--- src/rtl/core/met_pkg.sv ---
// ----------------------------------------------------------------------------
// met_pkg
// Shared widths, register indexes and types of the escape-time pixel block.
// ----------------------------------------------------------------------------
`timescale 1ns / 1ps

package met_pkg;

    localparam int ZW      = 64;  // internal fixed-point word
    localparam int COORD_W = 32;  // Q4.28 register width
    localparam int IDX_W   = 12;  // row / column width
    localparam int ITER_W  = 12;  // iterations field width
    localparam int COLOR_W = 32;
    localparam int QDEPTH  = 2;

    localparam logic [2:0] REG_MIN_RE   = 3'd0;
    localparam logic [2:0] REG_MIN_IM   = 3'd1;
    localparam logic [2:0] REG_RE_STEP  = 3'd2;
    localparam logic [2:0] REG_IM_STEP  = 3'd3;
    localparam logic [2:0] REG_MAX_ITER = 3'd4;

    localparam logic [ZW-1:0] SAT_MAG = 64'h2000_0000_0000_0000;
    localparam logic [7:0]    ALPHA   = 8'hFF;

    typedef struct packed {
        logic signed [ZW-1:0] cx;
        logic signed [ZW-1:0] cy;
    } coord_t;

endpackage

--- src/rtl/core/met_front.sv ---
// ----------------------------------------------------------------------------
// met_front
// Accepts pixel requests and forms c from edge, step and index:
// multiply, then add, saturate to Q4.28 and rescale.
// ----------------------------------------------------------------------------
`timescale 1ns / 1ps

module met_front
    import met_pkg::*;
#(
    parameter int FRAC_BITS = 28
)
(
    input  logic                      clk,
    input  logic                      rst_n,
    input  logic                      s_tvalid,
    output logic                      s_tready,
    input  logic [IDX_W-1:0]          row,
    input  logic [IDX_W-1:0]          col,
    input  logic signed [COORD_W-1:0] min_re,
    input  logic signed [COORD_W-1:0] min_im,
    input  logic signed [COORD_W-1:0] re_step,
    input  logic signed [COORD_W-1:0] im_step,
    output logic                      out_valid,
    input  logic                      out_ready,
    output coord_t                    out_data
);

    localparam int UP = (FRAC_BITS >= 28) ? FRAC_BITS - 28 : 0;
    localparam int DN = (FRAC_BITS < 28) ? 28 - FRAC_BITS : 0;
    localparam logic [ZW-1:0] RND = (ZW'(1) << DN) - ZW'(1);
    localparam int PW = IDX_W + 1 + COORD_W;

    logic                 s1_valid_reg;
    logic signed [PW-1:0] p_re_reg;
    logic signed [PW-1:0] p_im_reg;
    logic                 out_valid_reg;
    coord_t               out_data_reg;
    logic                 adv2;
    logic signed [PW-1:0] p_re;
    logic signed [PW-1:0] p_im;

    function automatic logic signed [ZW-1:0] to_internal(
        input logic signed [COORD_W-1:0] base,
        input logic signed [PW-1:0]      prod
    );
        logic signed [PW:0]   sum;
        logic signed [ZW-1:0] v;
        logic                 neg;
        logic [ZW-1:0]        mag;
        logic [ZW-1:0]        sh;
        logic signed [ZW-1:0] r;
        sum = $signed({{(PW + 1 - COORD_W){base[COORD_W-1]}}, base})
            + $signed({prod[PW-1], prod});
        if (sum > $signed((PW + 1)'(32'sh7FFF_FFFF)))
        begin
            v = ZW'(32'sh7FFF_FFFF);
        end
        else if (sum < -$signed((PW + 1)'(33'sh0_8000_0000)))
        begin
            v = -$signed(ZW'(33'sh0_8000_0000));
        end
        else
        begin
            v = ZW'(sum);
        end
        // negative values round away from zero on the way down
        neg = v[ZW-1];
        mag = neg ? ZW'(-v) : ZW'(v);
        sh  = (mag + (neg ? RND : '0)) >> DN;
        r   = neg ? -$signed(sh) : $signed(sh);
        return r <<< UP;
    endfunction

    assign adv2     = !out_valid_reg || out_ready;
    assign s_tready = !s1_valid_reg || adv2;
    assign p_re     = $signed({1'b0, col}) * re_step;
    assign p_im     = $signed({1'b0, row}) * im_step;

    always_ff @(posedge clk or negedge rst_n)
    begin
        if (!rst_n)
        begin
            s1_valid_reg  <= 1'b0;
            out_valid_reg <= 1'b0;
        end
        else
        begin
            if (adv2)
            begin
                out_valid_reg <= s1_valid_reg;
            end
            if (s_tready)
            begin
                s1_valid_reg <= s_tvalid;
            end
        end
    end

    always_ff @(posedge clk)
    begin
        if (s_tready)
        begin
            p_re_reg <= p_re;
            p_im_reg <= p_im;
        end
        if (adv2)
        begin
            out_data_reg.cx <= to_internal(min_re, p_re_reg);
            out_data_reg.cy <= to_internal(min_im, p_im_reg);
        end
    end

    assign out_valid = out_valid_reg;
    assign out_data  = out_data_reg;

endmodule

--- config.mk ---
export PLATFORM = sky130hd
export DESIGN_NAME = met_front
export DESIGN_NICKNAME = d
export VERILOG_FILES = /design/src/rtl/core/met_pkg.sv /design/src/rtl/core/met_front.sv
export SDC_FILE = /design/constraint.sdc
export NUM_CORES = 2
export LEC_CHECK = 0
export BUFFER_PORTS_ARGS = -buffer_cell sky130_fd_sc_hd__buf_4
export CORE_MARGIN = 1.5
export CORE_UTILIZATION = 50
export DETAILED_ROUTE_END_ITERATION = 10
export PLACE_DENSITY_LB_ADDON = 0.2
export SLEW_MARGIN = 30
export SYNTH_ARGS = -nofsm -noshare
export SYNTH_HDL_FRONTEND = slang
export SYNTH_SLANG_ARGS = --single-unit
--- constraint.sdc ---
create_clock -name clk -period 13.36 [get_ports clk]
set_input_delay 2.672 -clock clk [delete_from_list [all_inputs] [get_ports clk]]
set_output_delay 2.672 -clock clk [all_outputs]
set_load 0.05 [all_outputs]
==> metrics.md <==
| Metric | Value |
|---|---|
| Outcome | finished clean |
| Vias in the first global route | between 30,000 and 40,000 |
| Number of violations of the max-capacitance limit | 0 |
| Clock tree from TritonCTS | yes |
| Number of top-level design ports | ~290 |
| Multiplexer fraction of the synthesized cell area | 0.00834 |
| Async set-or-reset flop fraction in the synthesized netlist | 0.00909 |
| Number of instances in the synthesized netlist | between 5,000 and 6,000 |
| Crit-path slowest cell | sky130_fd_sc_hd__ha_2 |
| Number of buffers on the longest clock path | 3 |
| Maximum number of pins on one net before global-route repair | 67 |
| Count of filler cells inserted in the layout | between 8,000 and 9,000 |
| Number of setup violations in the final report | 0 |
| Largest stage delay on the critical path | a little under 800 ps |
| Area growth from synthesis to layout | 7.64% |
| Overall die area | 0.0921 sq mm |
| Count of hold-fix buffers inserted at cts | 0 |
| GP Congestion | 0.898 |
| Number of enable-type register cells in the synthesized netlist | about 220 |
| Number of setup buffers added after CTS | 0 |
| Nets in the synthesized netlist | slightly above 6,000 |
| Fraction of synthesized cell area in xor and xnor cells | 0.0512 |
| Final ANT Viol Nets | 0 |
| Initial cell density of the core | 0.503 |
| Synthesized area divided by synthesized cell count | 8.86 sq um |
| Vias after detailed routing | roughly 35,000 |
| Mapped cell area | 0.0452 sq mm |
| Simple-gate area share of the yosys netlist | 0.201 |
| Data required time at the worst endpoint | approximately 14,000 ps |
| Overall fraction of global-route tracks in use | 0.249 |
| Clock-pin slew of the registers on the worst-case setup and hold paths | about 70 ps |
| Die boundary height | slightly above 300 um |
| Via/cell ratio | 5.57 |
| Final wirelength | ~110,000 um |
| Clock latency at the later pin of the worst-skew pair | around 540 ps |
| Die Wd | ~300 um |
| Post-CTS Resized | 0 |
| Arrival time at the worst endpoint | between 10,000 and 15,000 ps |
| Ratio of final minimum period to clock period | 0.869 |
| Most common cell after layout, fill and taps aside | sky130_fd_sc_hd__inv_1 |
| Core area | 0.0897 sq mm |
| Unrepaired setup endpoints after global routing | false |
| Wire per inst | between 15 and 20 um |
| Flip-flop count of the largest register after layout | around 130 |
| Kind of start point of the critical path | input port |
| Layout cells sized above 1 | 0.0812 |
| CP Capture Type | register |
| Distinct cell type count after synthesis | 107 |
| Total iterations of the first detailed-routing run | 5 |
| Crit path kind | in2reg |
| Dominant cell type by count on the critical path | sky130_fd_sc_hd__nand3_1 |
| Clock buffers created by TritonCTS | 20 |
| Count of input and output buffers | 285 |
| Num Clock Sinks | 220 |
| Final Hold Viols | 0 |
| Cell type group with the largest total delay on the critical path | simple AND/OR/NAND/NOR gates |
| Worst Path Buf+Inv | 3 |
| Total number of placement rows | 110 |
| Worst hold path type | reg2reg |
| Setup tns final | 0 ps |
| Actual slew at the worst max-slew pin | 918 ps |
| Number of nets in the final layout | ~6,300 |
| Number of pins with negative max-slew slack in the final report | 0 |
| Initial DRC Count | roughly 2,400 |
| Global-route wire length before repair | between 150,000 and 200,000 um |
| Adder-Cell Fraction of Synth Area | 0.382 |
| Most frequent cells in the layout | sky130_fd_sc_hd__inv_1 (743), sky130_fd_sc_hd__fa_1 (678), sky130_fd_sc_hd__nand2_1 (577) |
| Sequential-to-total area share from yosys stat | 0.146 |
| Residual DRC count | 0 |
| Flip-flop and latch count after synthesis | 220 |
| Worst slew margin relative to its limit | 0.388 |
| Clock root buffer | sky130_fd_sc_hd__clkbuf_16 |
| Antenna violations before repair | 4 |
| Worst clock skew | between 10 and 15 ps |
| Top_reg_cell synth | sky130_fd_sc_hd__edfxtp_1 |
| Dominant combinational cell family by area after synthesis | adder cells |
| Largest fanout on the critical path | 37 |
| Placed wire-length estimate after detailed placement | ~90,000 um |
| Highest attainable clock frequency | roughly 86 MHz |
| Count of H-tree levels built during CTS | 1 |
| Share of the synthesized area in compound gates (AO/OA/AOI/OAI) | 0.127 |
| Total grt overflow | 0 |
| Count of yosys warnings during synthesis | 0 |
| Time the final worst path needs with I/O delays and setup | approximately 12,000 ps |
layer usage:
layer,track usage,wire length [um],share of wire,vias up
met4,0.0446,1850,0.016,0
li1,-,-,-,16831
met3,0.0310,7360,0.064,97
met5,0,0,0,-
met2,0.374,48800,0.43,1030
met1,0.387,56300,0.49,17465
cell usage after synthesis, drive strengths merged (86+ instances only):
library cell / n / share of area
inv: 743 / 0.062
fa: 678 / 0.30
nand2: 577 / 0.048
and2: 450 / 0.062
ha: 294 / 0.081
nor2: 260 / 0.022
clkbuf: 237 / 0.020
a21oi: 226 / 0.025
edfxtp: 218 / 0.14
xnor2: 187 / 0.036
o21ai: 123 / 0.014
a21o: 113 / 0.019
nor3: 86 / 0.0098
path summary, 6_finish.rpt:
check | from | end | slack, ps | cells past startpoint
setup / recovery | min_re[0] | out_data[109] | 1750 | 31
hold / removal | s1_valid_reg | out_valid | 480 | 1
setup reg to reg | p_re_reg[0] | out_data[109] | 3500 | 30
hold reg to reg | s1_valid_reg | out_valid | 480 | 1
max in group asynchronous | rst_n | out_valid | 11370 | 1
min in group asynchronous | rst_n | s1_valid_reg | 1900 | 1
stage by stage:
stage	area (sq um)	instances	setup WS, ps	hold slack [ps]	util
after CTS	48600	6350	1840	472	0.541
after detailed placement	47900	6314	1270	454	0.534
after global placement	47900	6314	1400	441	0.534
final	48600	6355	1750	477	0.542
after floorplan	45200	5096	1380	435	-
after global routing	48600	6354	971	482	0.542
final cells by class:
class                           instances  area (sq um)  area share
Clock buffer                           25           551      0.0113
Antenna cell                            5          12.5    0.000257
Multi-Input combinational cell       3872         34800       0.716
Clock inverter                         11           119     0.00245
Timing Repair Buffer                  303          2270      0.0468
Sequential cell                       220          6600       0.136
Tap cell                             1176          1470      0.0303
Inverter                              743          2790      0.0574
cell families after synthesis:
kind of cell             Yosys count
AND/OR/NAND/NOR                 1766
XOR/XNOR                         264
flip-flops                       220
adder cells (fa/ha/maj)          972
AO/OA/AOI/OAI                    834
multiplexers                      36
buffers and inverters           1004
Power is left out: the tool's default activity adds up to more than one toggle a clock period on the data nets, which glitch-free logic cannot reach.
