===== src/rtl/core/met_pkg.sv =====
// ----------------------------------------------------------------------------
// met_pkg
// Shared widths, register indexes and types of the escape-time pixel block.
// ----------------------------------------------------------------------------
`timescale 1ns / 1ps

package met_pkg;

    localparam int ZW      = 64;  // internal fixed-point word
    localparam int COORD_W = 32;  // Q4.28 register width
    localparam int IDX_W   = 12;  // row / column width
    localparam int ITER_W  = 12;  // iterations field width
    localparam int COLOR_W = 32;
    localparam int QDEPTH  = 2;

    localparam logic [2:0] REG_MIN_RE   = 3'd0;
    localparam logic [2:0] REG_MIN_IM   = 3'd1;
    localparam logic [2:0] REG_RE_STEP  = 3'd2;
    localparam logic [2:0] REG_IM_STEP  = 3'd3;
    localparam logic [2:0] REG_MAX_ITER = 3'd4;

    localparam logic [ZW-1:0] SAT_MAG = 64'h2000_0000_0000_0000;
    localparam logic [7:0]    ALPHA   = 8'hFF;

    typedef struct packed {
        logic signed [ZW-1:0] cx;
        logic signed [ZW-1:0] cy;
    } coord_t;

endpackage


===== src/rtl/core/met_queue.sv =====
// ----------------------------------------------------------------------------
// met_queue
// Two-entry request queue between the coordinate front end and the engine.
// ----------------------------------------------------------------------------
`timescale 1ns / 1ps

module met_queue
    import met_pkg::*;
(
    input  logic   clk,
    input  logic   rst_n,
    input  logic   wr_valid,
    output logic   wr_ready,
    input  coord_t wr_data,
    output logic   rd_valid,
    input  logic   rd_pop,
    output coord_t rd_data
);

    coord_t     mem [QDEPTH];
    logic       wr_ptr_reg;
    logic       rd_ptr_reg;
    logic [1:0] count_reg;
    logic       push;
    logic       pop;

    assign wr_ready = (count_reg != 2'(QDEPTH));
    assign rd_valid = (count_reg != 2'd0);
    assign push     = wr_valid && wr_ready;
    assign pop      = rd_pop && rd_valid;
    assign rd_data  = mem[rd_ptr_reg];

    always_ff @(posedge clk or negedge rst_n)
    begin
        if (!rst_n)
        begin
            wr_ptr_reg <= 1'b0;
            rd_ptr_reg <= 1'b0;
            count_reg  <= 2'd0;
        end
        else
        begin
            if (push)
            begin
                wr_ptr_reg <= ~wr_ptr_reg;
            end
            if (pop)
            begin
                rd_ptr_reg <= ~rd_ptr_reg;
            end
            count_reg <= count_reg + 2'(push) - 2'(pop);
        end
    end

    always_ff @(posedge clk)
    begin
        if (push)
        begin
            mem[wr_ptr_reg] <= wr_data;
        end
    end

endmodule


===== config.mk =====
export PLATFORM = sky130hd
export DESIGN_NAME = met_queue
export DESIGN_NICKNAME = d
export VERILOG_FILES = /design/src/rtl/core/met_pkg.sv /design/src/rtl/core/met_queue.sv
export SDC_FILE = /design/constraint.sdc
export NUM_CORES = 1
export LEC_CHECK = 0
export BUFFER_PORTS_ARGS = -buffer_cell sky130_fd_sc_hd__buf_2
export CAP_MARGIN = 20
export CORE_MARGIN = 10
export CORE_UTILIZATION = 45
export DETAILED_ROUTE_END_ITERATION = 10
export GPL_TIMING_DRIVEN = 0
export PLACE_DENSITY = 0.78
export SYNTH_ARGS = -nofsm -noshare
export SYNTH_HDL_FRONTEND = slang
export SYNTH_SLANG_ARGS = --single-unit

===== constraint.sdc =====
create_clock -name clk -period 11.1 [get_ports clk]
set_clock_uncertainty 0.1 [all_clocks]
set_input_delay 2.22 -clock clk [delete_from_list [all_inputs] [get_ports clk]]
set_output_delay 2.22 -clock clk [all_outputs]
set_load 0.02 [all_outputs]

==> results by stage, run 1 <==
Run status:
- The flow ran to the end, and the final reports show no timing, DRC or antenna violations.

Timing:
- In this run the tightest slew margin relative to its limit is 60.8%.
- The post-route clock period utilization is 37.5%.
- For the pin with the worst max-slew slack, the measured transition is 0.586 ns.
- Setup violations remaining at the end of the flow were counted as 0.
- Setup repair after global routing left no endpoint under its margin.
- The final-report max-slew violation count was 0.
- After layout, the minimum clock period comes to 4.16 ns.
- The final number of hold-violating endpoints came to 0.
- Final hold analysis gives a worst-case slack of 0.427 ns.
- The maximum frequency from static timing analysis is 240 MHz.

Yosys:
- By count the netlist is led by 256 x sky130_fd_sc_hd__edfxtp_1, 128 x sky130_fd_sc_hd__mux2_2, 13 x sky130_fd_sc_hd__buf_6, 4 x sky130_fd_sc_hd__dfrtp_1, 3 x sky130_fd_sc_hd__xnor2_1.
- The synthesized area per cell is 22.8 µm².
- The dominant combinational cell family by area after synthesis is multiplexers.
- In the post-synthesis netlist, the cell with the most instances is sky130_fd_sc_hd__edfxtp_1.
- For this run, asynchronously set or reset flops after synthesis account for 1.54%.
- The post-synthesis instance area is 9480 µm².
- The total number of yosys warnings is 0.
- The number of synthesized register bits is 260.
- Summing the sequential cell areas from Yosys gives 82.2% of the chip area.
- The top-area cell type share of the netlist area is 81.1%.
- The post-synthesis simple-gate area fraction is 0.370%.
- Synthesis instantiated 15 different standard cells from the library.
- The most used flip-flop cell after synthesis is sky130_fd_sc_hd__edfxtp_1.
- By area the synthesized netlist is led by sky130_fd_sc_hd__edfxtp_1 81%, sky130_fd_sc_hd__mux2_2 15%, sky130_fd_sc_hd__buf_6 1.5%.
- Summing the areas of all compound-gate instances in the mapped netlist gives 0% of the synthesized area.
- The xor/xnor share of the synthesized area is 0.370%.
- The number of synthesized flops with an enable pin is 256.
- Measured against the total synthesized area, the mux share comes to 15.2%.
- The number of nets in the synthesized netlist is 549.
- The gate count of the mapped netlist is 415.
- After Yosys synthesis, full adders, half adders and majority gates account for 0.264% of the synthesized area.
- The largest area contributor in the synthesized netlist is sky130_fd_sc_hd__edfxtp_1.

Floorplan:
- The core region is 20,900 µm².
- Measured along the x axis, the die boundary spans 165 µm.
- The count of boundary I/O pins is 262.
- For this configuration, the core starts out at a cell density of 45.4%.
- The floorplan has 53 rows.
- The vertical extent of the die is 165 µm.
- The floorplan step defined a die boundary enclosing 27,300 µm².

Setup path:
- The kind of critical path is reg2out.
- The standard cell with the maximum stage delay on the critical path is sky130_fd_sc_hd__dfrtp_1.
- Along the worst path, the maximum fanout reaches 10.
- The top cell family by delay on the critical path is buffers and inverters.
- On the worst path, the slowest cell contributes a delay of 0.39 ns.
- The signal on the critical path passes through buf_6, buf_6, mux2_2, buf_2.
- The buffer and inverter count on the worst path is 3.
- STA classifies the critical path startpoint as a register.
- The worst setup path is captured at an output pin.
- The required time at the endpoint of the critical path is 8.78 ns.
- In this design, the critical path's most frequently occurring cell is sky130_fd_sc_hd__buf_6.
- Data on the critical path arrives at its endpoint at 1.84 ns.

Final layout:
- The share of cells above drive strength 1 is 61.6%.
- The layout overhead on the synthesized area is 27.7%.
- The final net count is 844.
- The final non-filler cell total is 1,008.
- The register with the most flip-flops in the layout has 256 of them.

Drt:
- The first-pass iteration count of the detailed router is 4.
- The total number of vias is 4,870.
- The count of nets left with antenna violations once routing finished came out at 0.
- The total DRC errors in the routed layout is 0.
- The routed design has 20,100 µm of wire.
- The ratio of routed vias to standard cells is 4.83.
- In the final routed layout, each cell accounts on average for 20.0 µm.
- The DRC marker count from the first detailed-route iteration is 202.

Clocking:
- Counting every sink on the clock net gives 260.
- The clock insertion delay at the later pin of the skew report is 0.52 ns.
- The total setup buffers inserted after CTS is 0.
- Clock-pin slew was measured on the worst setup and hold paths at 0.06 ns.
- The cell at the root of the clock tree is sky130_fd_sc_hd__clkbuf_16.
- In this run, CTS created clock tree buffers numbering 26.
- TritonCTS built the clock tree.
- In this run the deepest clock path goes through 3 buffers.
- Buffers inserted to repair hold after CTS numbered 0.
- In this run, post-CTS repair resized a total of 0 instances.
- The H-tree depth reported by CTS is 1.

Placement:
- The total of buffers placed on input and output ports is 261.
- The estimated wirelength of the detail-placed design is 14,100 µm.
- The cell total after placement is 957.
- The congestion estimate from routability-driven global placement came to 0.730.

Power:
- The switching share of power is 32.2%.
- The peak supply drop is 0.000210 V.
- Internal power comes to 0.00230 W.
- The switching power total is 0.00109 W.
- The clock share of power is 24.6%.
- Combinational cells account for 34.5% of the total power.
- Dividing total power by cell area gives a power density of 280 nW/µm².
- The relative contribution of sequential cells to total power is 41.0%.
- For this design the static power due to leakage is 4.54 nW.

Global route:
- The number of global-route vias before repair is 5,320.
- Entering global routing, the biggest net connects 52 pins.
- The number of antenna violations at the first check in global routing is 5.
- Across every metal layer, demand over resource in global routing totals 14.0%.
- Global routing finished with a remaining overflow of 0.
- The first global-routing pass estimated 29,700 µm of wire.

Min path:
- The path category of the worst min-delay check is reg2reg.

Flow run:
- Across the run, the number of max-cap violations was 0.
## layout by cell type (no fill, tap or decap), drive strengths merged
master,n
and3,1
ha,2
clkinv,11
edfxtp,256
xnor2,3
nor2,1
buf,281
mux2,128
xor2,1
nand2b,1
and2,1
clkinvlp,2
diode,4
bufinv,2
or2,1
inv,1
nand2,1
dfrtp,4
clkbuf,32
## power by group through the flow
stage	registers, W	clock network (W)	logic (W)
floorplan	0.00143	0	0.000780
global placement	0.00146	0	0.00114
detailed placement	0.00141	0	0.00119
CTS	0.00139	0.000858	0.00120
global route	0.00141	0.000889	0.00125
finish	0.00139	0.000832	0.00117
## kinds of logic after synthesis
logic type                 Yosys count
buffers and inverters               15
adders and majority gates            2
and+or+nand+nor                      6
DFF                                260
muxes                              128
xor gates and xnor gates             4
## per-stage QoR
step / setup WS (ns) / total power [W] / utilization, % / setup TNS (ns) / area (µm²)
floorplan: 2.74 / 0.00221 / - / 0 / 9480
global placement: -0.345 / 0.00260 / 53.3 / -42.55 / 11100
detailed placement: 6.94 / 0.00260 / 54.0 / 0 / 11300
CTS: 6.87 / 0.00345 / 57.9 / 0 / 12100
global route: 6.83 / 0.00355 / 57.9 / 0 / 12100
finish: 6.94 / 0.00339 / 57.9 / 0 / 12100
## layout make-up
cell class	instances	area (µm²)
repair buffers	267	1440
clock buffers	32	694
clock inverters	15	123
flip-flops and latches	260	7790
diodes	4	10.0
multi-input cells	140	1550
well taps	275	344
inverters	1	3.75
plain buffers	14	151
fillers	1626	8780
## per-layer routing
| metal | vias up | part of all wire [%] | track usage, % |
|---|---|---|---|
| met5 | - | 0.10 | 0 |
| met4 | 4 | 2.9 | 4.79 |
| met3 | 47 | 9.4 | 5.18 |
| met2 | 188 | 51 | 23.9 |
| met1 | 2374 | 36 | 15.8 |
| li1 | 2257 | - | - |
## final timing paths
| check | start | endpoint | slack (ns) | cells after the start |
|---|---|---|---|---|
| hold / removal | count_reg[0] | count_reg[0] | 0.43 | 1 |
| setup / recovery | rd_ptr_reg | rd_data[50] | 6.94 | 4 |
| min in group asynchronous | rst_n | count_reg[0] | 1.40 | 1 |
| max in group asynchronous | rst_n | wr_ptr_reg | 9.38 | 1 |
| hold reg to reg | count_reg[0] | count_reg[0] | 0.43 | 1 |
| setup reg to reg | count_reg[1] | mem[0][32] | 8.76 | 6 |
(Power assumes the default switching activity.)
==> run 2, diff against run 1 <==
ABC_AREA = 1   (was unset)
clock period = 4.1 ns   (was 11.1 ns; I/O delays follow)
==> run 2 against run 1 <==
Count of clock-buffer cells in the layout is 2 higher. Critical path depth is 2 higher. Via count is 24% higher. Sequential share of layout area is 0.40 points lower. Flip-flop and latch count stayed put. Hold slack worse by 0.044 ns. Non-clock buffer count is 15 higher. Register-to-register slack worse by 7.0 ns. Die area is 0.21% higher. Clock power grew to 2.8 times the previous value. Synthesized cell count is 69% higher. Highest routed layer unchanged.
==> results by stage, run 2 <==
Run status:
- The run finished with clean final reports.

Yosys:
- In the post-synthesis netlist, the biggest area contributors are sky130_fd_sc_hd__edfxtp_1 81%, sky130_fd_sc_hd__nand2_1 16%, sky130_fd_sc_hd__buf_2 1.3%.
- A synthesized cell averages 13.6 µm².
- Among all flip-flop cells after synthesis, the most frequent one is sky130_fd_sc_hd__edfxtp_1.
- The largest area contributor in the synthesized netlist is sky130_fd_sc_hd__edfxtp_1.
- Of all flip-flops after synthesis, the portion carrying an async set or reset was 1.54%.
- Sequential elements use 82.0% of the synthesized area.
- Synthesis instantiated 11 different standard cells from the library.
- The number of nets handed over by synthesis was 834.
- During synthesis, Yosys emitted a total of 0 warnings.
- The mapped netlist covers 9500 µm².
- Ranked by instance count, the synthesized netlist is headed by 397 x sky130_fd_sc_hd__nand2_1, 256 x sky130_fd_sc_hd__edfxtp_1, 24 x sky130_fd_sc_hd__buf_2, 8 x sky130_fd_sc_hd__inv_1, 4 x sky130_fd_sc_hd__dfrtp_1.
- The top-area cell type share of the netlist area is 80.9%.
- The number of synthesized register bits is 260.
- Yosys mapped a number of flops with a built-in enable equal to 256.
- The library cell with the highest instance count after synthesis is sky130_fd_sc_hd__nand2_1.
- The gate count of the mapped netlist is 700.

Drt:
- The post-route antenna net violation count is 0.
- The detailed router placed 6,034 vias in this run.
- For this block, the routed nets add up to 22,000 µm of wire.
- The total DRC errors in the routed layout is 0.
- The DRC marker count from the first detailed-route iteration is 317.
- In the final routed layout, each cell accounts on average for 17.0 µm.
- The first-pass iteration count of the detailed router is 4.
- The ratio of routed vias to standard cells is 4.66.

Clocking:
- After clock tree synthesis, the clock-pin slew on the worst setup and hold paths is 0.06 ns.
- At the later pin of the worst-skew pair, clock insertion delay measures 0.52 ns.
- The number of sinks on the clock net is 260.
- The number of buffers on the longest clock path is 3.
- The number of clock buffers added by TritonCTS is 26.
- The CTS tree is done.
- The H-tree depth reported by CTS is 1.
- The count of cells resized by post-cts repair is 0.
- The cell at the root of the clock tree is sky130_fd_sc_hd__clkbuf_16.

Global route:
- The leftover overflow at the end of global routing is 0.
- For met2 alone, demand over resource in global routing was 27.3%.
- The number of global-route vias before repair is 6,087.
- Global routing consumed, over all layers together, 15.5% of the routing resources.
- The global-route wire length before repair is 32,900 µm.
- The number of antenna violations at the first check in global routing came to 5.
- Entering global routing, the biggest net connects 82 pins.
- Global routing used 17.3% of the available met1 tracks.
- The most heavily used metal layer in global routing is met2.
- The fraction of met3 tracks used by global routing is 5.60%.

Final layout:
- The register with the most flip-flops in the layout has 256 of them.
- The library cells used most frequently in the layout, excluding fill and tap cells, are 397 x sky130_fd_sc_hd__nand2_1, 285 x sky130_fd_sc_hd__buf_2, 256 x sky130_fd_sc_hd__edfxtp_1.
- The final net count is 1,130.
- The area taken by multi-input logic gates is 1540 µm².
- For this run, the share of the core covered by cells in the final layout is 58.3%.
- After routing the design area is 12,200 µm².
- Of the cells placed in the final design, the portion with a size suffix greater than 1 is 32.9%.
- The most common cell after layout, fill and taps aside is sky130_fd_sc_hd__nand2_1.
- Registers take 7790 µm².
- Leaving out filler cells and counting taps, the final layout contains 1,295.
- Relative to the synthesized area, the layout overhead comes to 28.2%.
- The total of fill cells in the finished design is 1,658.

Setup path:
- The slowest stage of the critical path is the sky130_fd_sc_hd__dfrtp_1 cell.
- The logic depth of the worst register-to-register path is 6.
- The required time at the endpoint of the critical path is 3.18 ns.
- Traced cell by cell, the critical path runs through inv_2, buf_2, buf_2, nand2_1, nand2_1, buf_2.
- The kind of critical path is reg2out.
- The element type at the critical path end is an output pin.
- In this design, the critical path's most frequently occurring cell is sky130_fd_sc_hd__buf_2.
- The critical path arrival is 1.95 ns.
- The number of cells on the critical path is 6.
- The type of origin of the critical path is a register.
- The buffer and inverter count on the worst path is 4.
- The top cell family by delay on the critical path is buffers and inverters.
- The biggest cell delay along the critical path is 0.41 ns.
- Of all nets on the critical path, the largest fanout is 10.

Timing:
- Setup violations remaining at the end of the flow were counted as 0.
- Setup repair after global routing left no endpoint under its margin.
- The final number of hold-violating endpoints came to 0.
- The final hold slack is 0.383 ns.
- The final critical delay including setup and external delays is 2.87 ns.
- The final-report max-slew violation count is 0.
- The normalized max-slew margin is 56.2%.
- For this run, the top clock speed supported by timing is 349 MHz.
- Of the available clock period, the critical path in the final layout requires 69.9%.
- The transition time at the pin with the least slew margin is 0.656 ns.

Power:
- The leakage power total is 5.30 nW.
- The worst-case IR drop observed on VDD is 0.000570 V.
- The power density over the cells is 780 nW/µm².

Min path:
- Along the worst hold path, the cell count comes to 1.
- The worst hold path belongs to the class in2reg.

Floorplan:
- The effective utilization at floorplan is 45.5%.
- The number of rows in the core area is 53.
- The floorplan step set the die width to 165 µm.
- The area of the placeable core is 20,900 µm².
- 262 I/O pins were placed.
- The vertical extent of the die is 165 µm.
- The floorplan step defined a die boundary enclosing 27,300 µm².

Flow run:
- The number of maximum-capacitance constraint violations is 0.

Placement:
- The estimated wirelength of the detail-placed design is 15,800 µm.
- Input and output buffers added on the ports amount to 261.
- In this run, placement finished with an instance count of 1,242.
- The total cell area at the placement stage is 11,300 µm².
- The final weighted congestion in routability-driven placement is 0.778.
run 2: cell types whose count changed in the layout (fill, tap and decap cells not counted), sizes merged, moves of 3 or more:
cell    delta
nand2    +396
mux2     -128
buf       +13
inv        +8
clkbuf     +3
nand3      +3
xnor2      -3
run 2: per-stage QoR:
step	setup slack (ns)	setup TNS, ns	total power [W]
6_report	1.23	0	0.00950
4_1_cts	1.15	0	0.00964
5_1_grt	1.08	0	0.0101
2_1_floorplan	0.122	0	0.00594
3_5_place_dp	1.39	0	0.00731
3_3_place_gp	-1.36	-216.64	0.00722
run 2: repair_timing:
item / 4_1_cts / 5_1_grt
setup buffers: 0 / 0
hold buffers: 1 / 0
hold endpoints to repair: 4 / 0
run 2: layer usage:
layer | routed length (µm) | vias up
li1 | - | 2954
met1 | 7900 | 2808
met4 | 558 | 4
met3 | 2320 | 42
met2 | 11200 | 226
met5 | 25 | -
run 2: path summary, 6_finish.rpt:
kind                                    from           end  slack, ns
worst max-delay path              rd_ptr_reg   rd_data[62]       1.23
worst min-delay path             wr_data[32]    mem[0][32]       0.38
worst max register to register  count_reg[1]    mem[1][61]       1.80
worst min register to register    wr_ptr_reg    wr_ptr_reg       0.39
max in group asynchronous              rst_n  count_reg[0]       3.25
min in group asynchronous              rst_n    rd_ptr_reg       0.53
run 2: worst reg2reg max path: cells and delay by family, from the launching register on:
family	cells	cell delay (ns)
flops	1	0.39
simple gates	3	0.79
buf+inv	3	0.69
run 2: where the power goes:
group          internal, W  switching [W]
clock              0.00139       0.000919
sequential         0.00362       0.000127
combinational     0.000984        0.00246
run 2: cell type report:
class	instances	area share (%)
Sequential cell	260	63.9
Antenna cell	4	0.0822
Timing Repair Buffer	268	12.0
Multi-Input combinational cell	403	12.7
Tap cell	275	2.83
Clock buffer	34	5.76
Buffer	28	1.20
Clock inverter	14	1.17
Inverter	9	0.318
run 2: cell families (layout without fill, tap and decap cells):
group / after synthesis / in the layout / synth area share (%)
and+or+nand+nor: 401 / 401 / 15.9
DFF: 260 / 260 / 82.0
buffers and inverters: 37 / 353 / 1.90
adders and majority gates: 2 / 2 / 0.263
other: 0 / 4 / 0
==> run 3, diff against run 2 <==
PLACE_DENSITY = 0.81   (was 0.78)
clock period = 2.4 ns   (was 4.1 ns; I/O delays follow)
==> run 3 against run 2 <==
Global-route usage is 0.38 points higher. First-iteration DRC count down 22%. Flip-flop and latch count did not move. Routed wire length rose by 2.7%. Design area rose by 0.95%. Utilization grew 0.56 points. Via count rose by 0.66%. Critical path type unchanged.
==> results by stage, run 3 (synthesis gave the netlist of run 2 again) <==
Run status:
- The flow ran to the end, and the final reports show no timing, DRC or antenna violations.

Setup path:
- STA puts the critical path data required time at 1.82 ns.
- The critical path goes through inv_2, buf_8, buf_4, nand2_1, nand2_1, buf_2.
- The biggest cell delay along the critical path is 0.41 ns.
- For this design, the slowest cell found on the critical path is sky130_fd_sc_hd__dfrtp_1.
- Data on the critical path arrives at its endpoint at 1.70 ns.
- The type of origin of the critical path is a register.
- The launch point of the worst reg-to-reg path is count_reg[0].
- Among the stages of the critical path, the cell type that occurs most often is sky130_fd_sc_hd__nand2_1.
- The element type at the critical path end is an output pin.
- The biggest fanout along the worst timing path is 10.
- The beginning of the critical path is rd_ptr_reg.
- The kind of critical path is reg2out.

Drt:
- In the routed layout, each cell is associated on average with a via count of 4.69.
- In this run, the number of DRC markers left after iteration 0 of detailed routing was 247.
- After detailed routing, the average wire length per cell comes to 17.4 µm.
- The post-route antenna net violation count is 0.
- The first-pass iteration count of the detailed router is 4.
- Wires add up to 22,600 µm.
- The routed layout has 6,074 vias.
- For this run, design rule violations remaining after detail routing come to 0.

Timing:
- The final number of hold-violating endpoints is 0.
- The final-report max-slew violation count came to 0.
- The slack of the critical path is 0.118 ns.
- In the final timing run, aggregate negative setup slack is 0 ns.
- For the pin with the worst max-slew slack, the measured transition is 0.789 ns.
- Setup repair after global routing could not meet its margin everywhere.
- The maximum frequency from static timing analysis is 438 MHz.
- The worst path uses 95.1% of the clock period.
- The final critical delay including setup and external delays is 2.28 ns.
- The total setup violations reported at the end of the flow is 0.
- The normalized max-slew margin is 47.3%.

Global route:
- The number of global-route vias before repair is 6,326.
- The global-route wire length before repair is 33,700 µm.
- In the global route stage, met3 resource usage came out at 5.97%.
- The global routing usage summed across all routing layers is 15.9%.
- The number of antenna violations at the first check in global routing was 5.
- The most heavily used metal layer in global routing is met2.
- Global routing consumed, on the met1 layer, 16.8% of the routing resources.
- Entering global routing, the biggest net connects 39 pins.
- Summed over all layers, the global routing overflow is 0.
- Global routing used 29.0% of the available met2 tracks.

Final layout:
- The finished cells cover 12,300 µm².
- The layout overhead on the synthesized area is 29.4%.
- The register with the most flip-flops in the layout has 256 of them.
- The most common cell after layout, fill and taps aside is sky130_fd_sc_hd__nand2_1.
- The share of cells above drive strength 1 is 33.3%.
- In the layout the commonest cells are 395 x sky130_fd_sc_hd__nand2_1, 267 x sky130_fd_sc_hd__buf_2, 256 x sky130_fd_sc_hd__edfxtp_1.
- In the final design database the tool counted 1,130 nets.

Placement:
- The estimated wirelength of the detail-placed design is 16,300 µm.
- The total of buffers placed on input and output ports is 261.
- Before CTS, the worst setup slack after placement is 0.106 ns.
- The placed instances occupy a cell area of 11,300 µm².
- Routability-driven placement finished with a final weighted congestion of 0.784.

Flow run:
- Across the run, the number of max-cap violations was 0.

Power:
- Across the VDD grid, the largest voltage drop is 0.000936 V.
- The leakage power total is 5.33 nW.
- In this run the power density over the cells is 1350 nW/µm².

Floorplan:
- In this run the core area contains 53 standard-cell rows.
- The count of boundary I/O pins is 262.
- From bottom edge to top edge, the die measures 165 µm.
- The die area is 27,300 µm².
- In this run the horizontal extent of the chip is 165 µm.
- For this configuration, the core starts out at a cell density of 45.5%.
- The area of the placeable core is 20,900 µm².

Clocking:
- The total clock buffers created by CTS is 26.
- The total setup buffers inserted after CTS is 0.
- The number of buffers on the longest clock path is 3.
- The cell sitting at the root of the clock tree is a sky130_fd_sc_hd__clkbuf_16.
- The clock transition at the register clock pins on the worst setup and hold paths after CTS is 0.06 ns.
- The H-tree depth reported by CTS is 1.
- The CTS tree is done.
- The number of sinks on the clock net is 260.
- The clock insertion delay at the later pin of the skew report is 0.51 ns.

Min path:
- In this run the most critical hold path is launched from wr_data[50].
- The path category of the worst min-delay check is in2reg.
## run 3: through the flow
step | util (%) | power (W) | hold slack [ns] | std cells
5_1_grt | 58.8 | 0.0175 | 0.0229 | 1290
3_5_place_dp | 54.2 | 0.0125 | 0.190 | 1243
4_1_cts | 58.6 | 0.0167 | 0.0246 | 1290
6_report | 58.9 | 0.0166 | 0.0492 | 1294
2_1_floorplan | - | 0.0101 | 0.0844 | 700
3_3_place_gp | 53.5 | 0.0123 | 0.189 | 1236
## run 3: cell type report
| cell class | count | area [µm²] |
|---|---|---|
| Fill cell | 1653 | 8590 |
| Sequential cell | 260 | 7790 |
| Multi-Input combinational cell | 403 | 1560 |
| Timing Repair Buffer | 269 | 1470 |
| Clock buffer | 35 | 726 |
| Tap cell | 275 | 344 |
| Buffer | 27 | 201 |
| Clock inverter | 11 | 159 |
| Inverter | 9 | 37.5 |
| Antenna cell | 5 | 12.5 |
## run 3: what timing repair did
action	in CTS	in global routing
pin swaps	0	0
resized for setup	7	23
hold buffers	1	0
hold endpoints to repair	4	0
endpoints found under the setup margin	101	105
## run 3: layer usage
metal	up-vias	part of all wire [%]
li1	2975	-
met1	2834	34
met2	217	52
met3	44	11
met4	4	2.0
met5	-	0.12
## run 3: worst max-delay path, delay by kind of cell (launching register included)
family | cells | cell delay (ns)
flip-flops | 1 | 0.41
AND/OR/NAND/NOR | 2 | 0.16
buffers and inverters | 4 | 0.61
## run 3: power breakdown
part           internal, W  total, W  switching (W)
logic              0.00179   0.00603        0.00423
registers          0.00618   0.00641       0.000229
clock network      0.00254   0.00413        0.00159
total               0.0105    0.0166        0.00605
## run 3: final timing paths
path | to | slack [ns] | depth (start not counted)
max | rd_data[24] | 0.12 | 6
min | mem[0][50] | 0.05 | 1
max reg2reg | mem[1][53] | 0.24 | 6
min reg2reg | wr_ptr_reg | 0.38 | 2
max in group asynchronous | count_reg[0] | 1.88 | 2
min in group asynchronous | count_reg[1] | 0.19 | 2
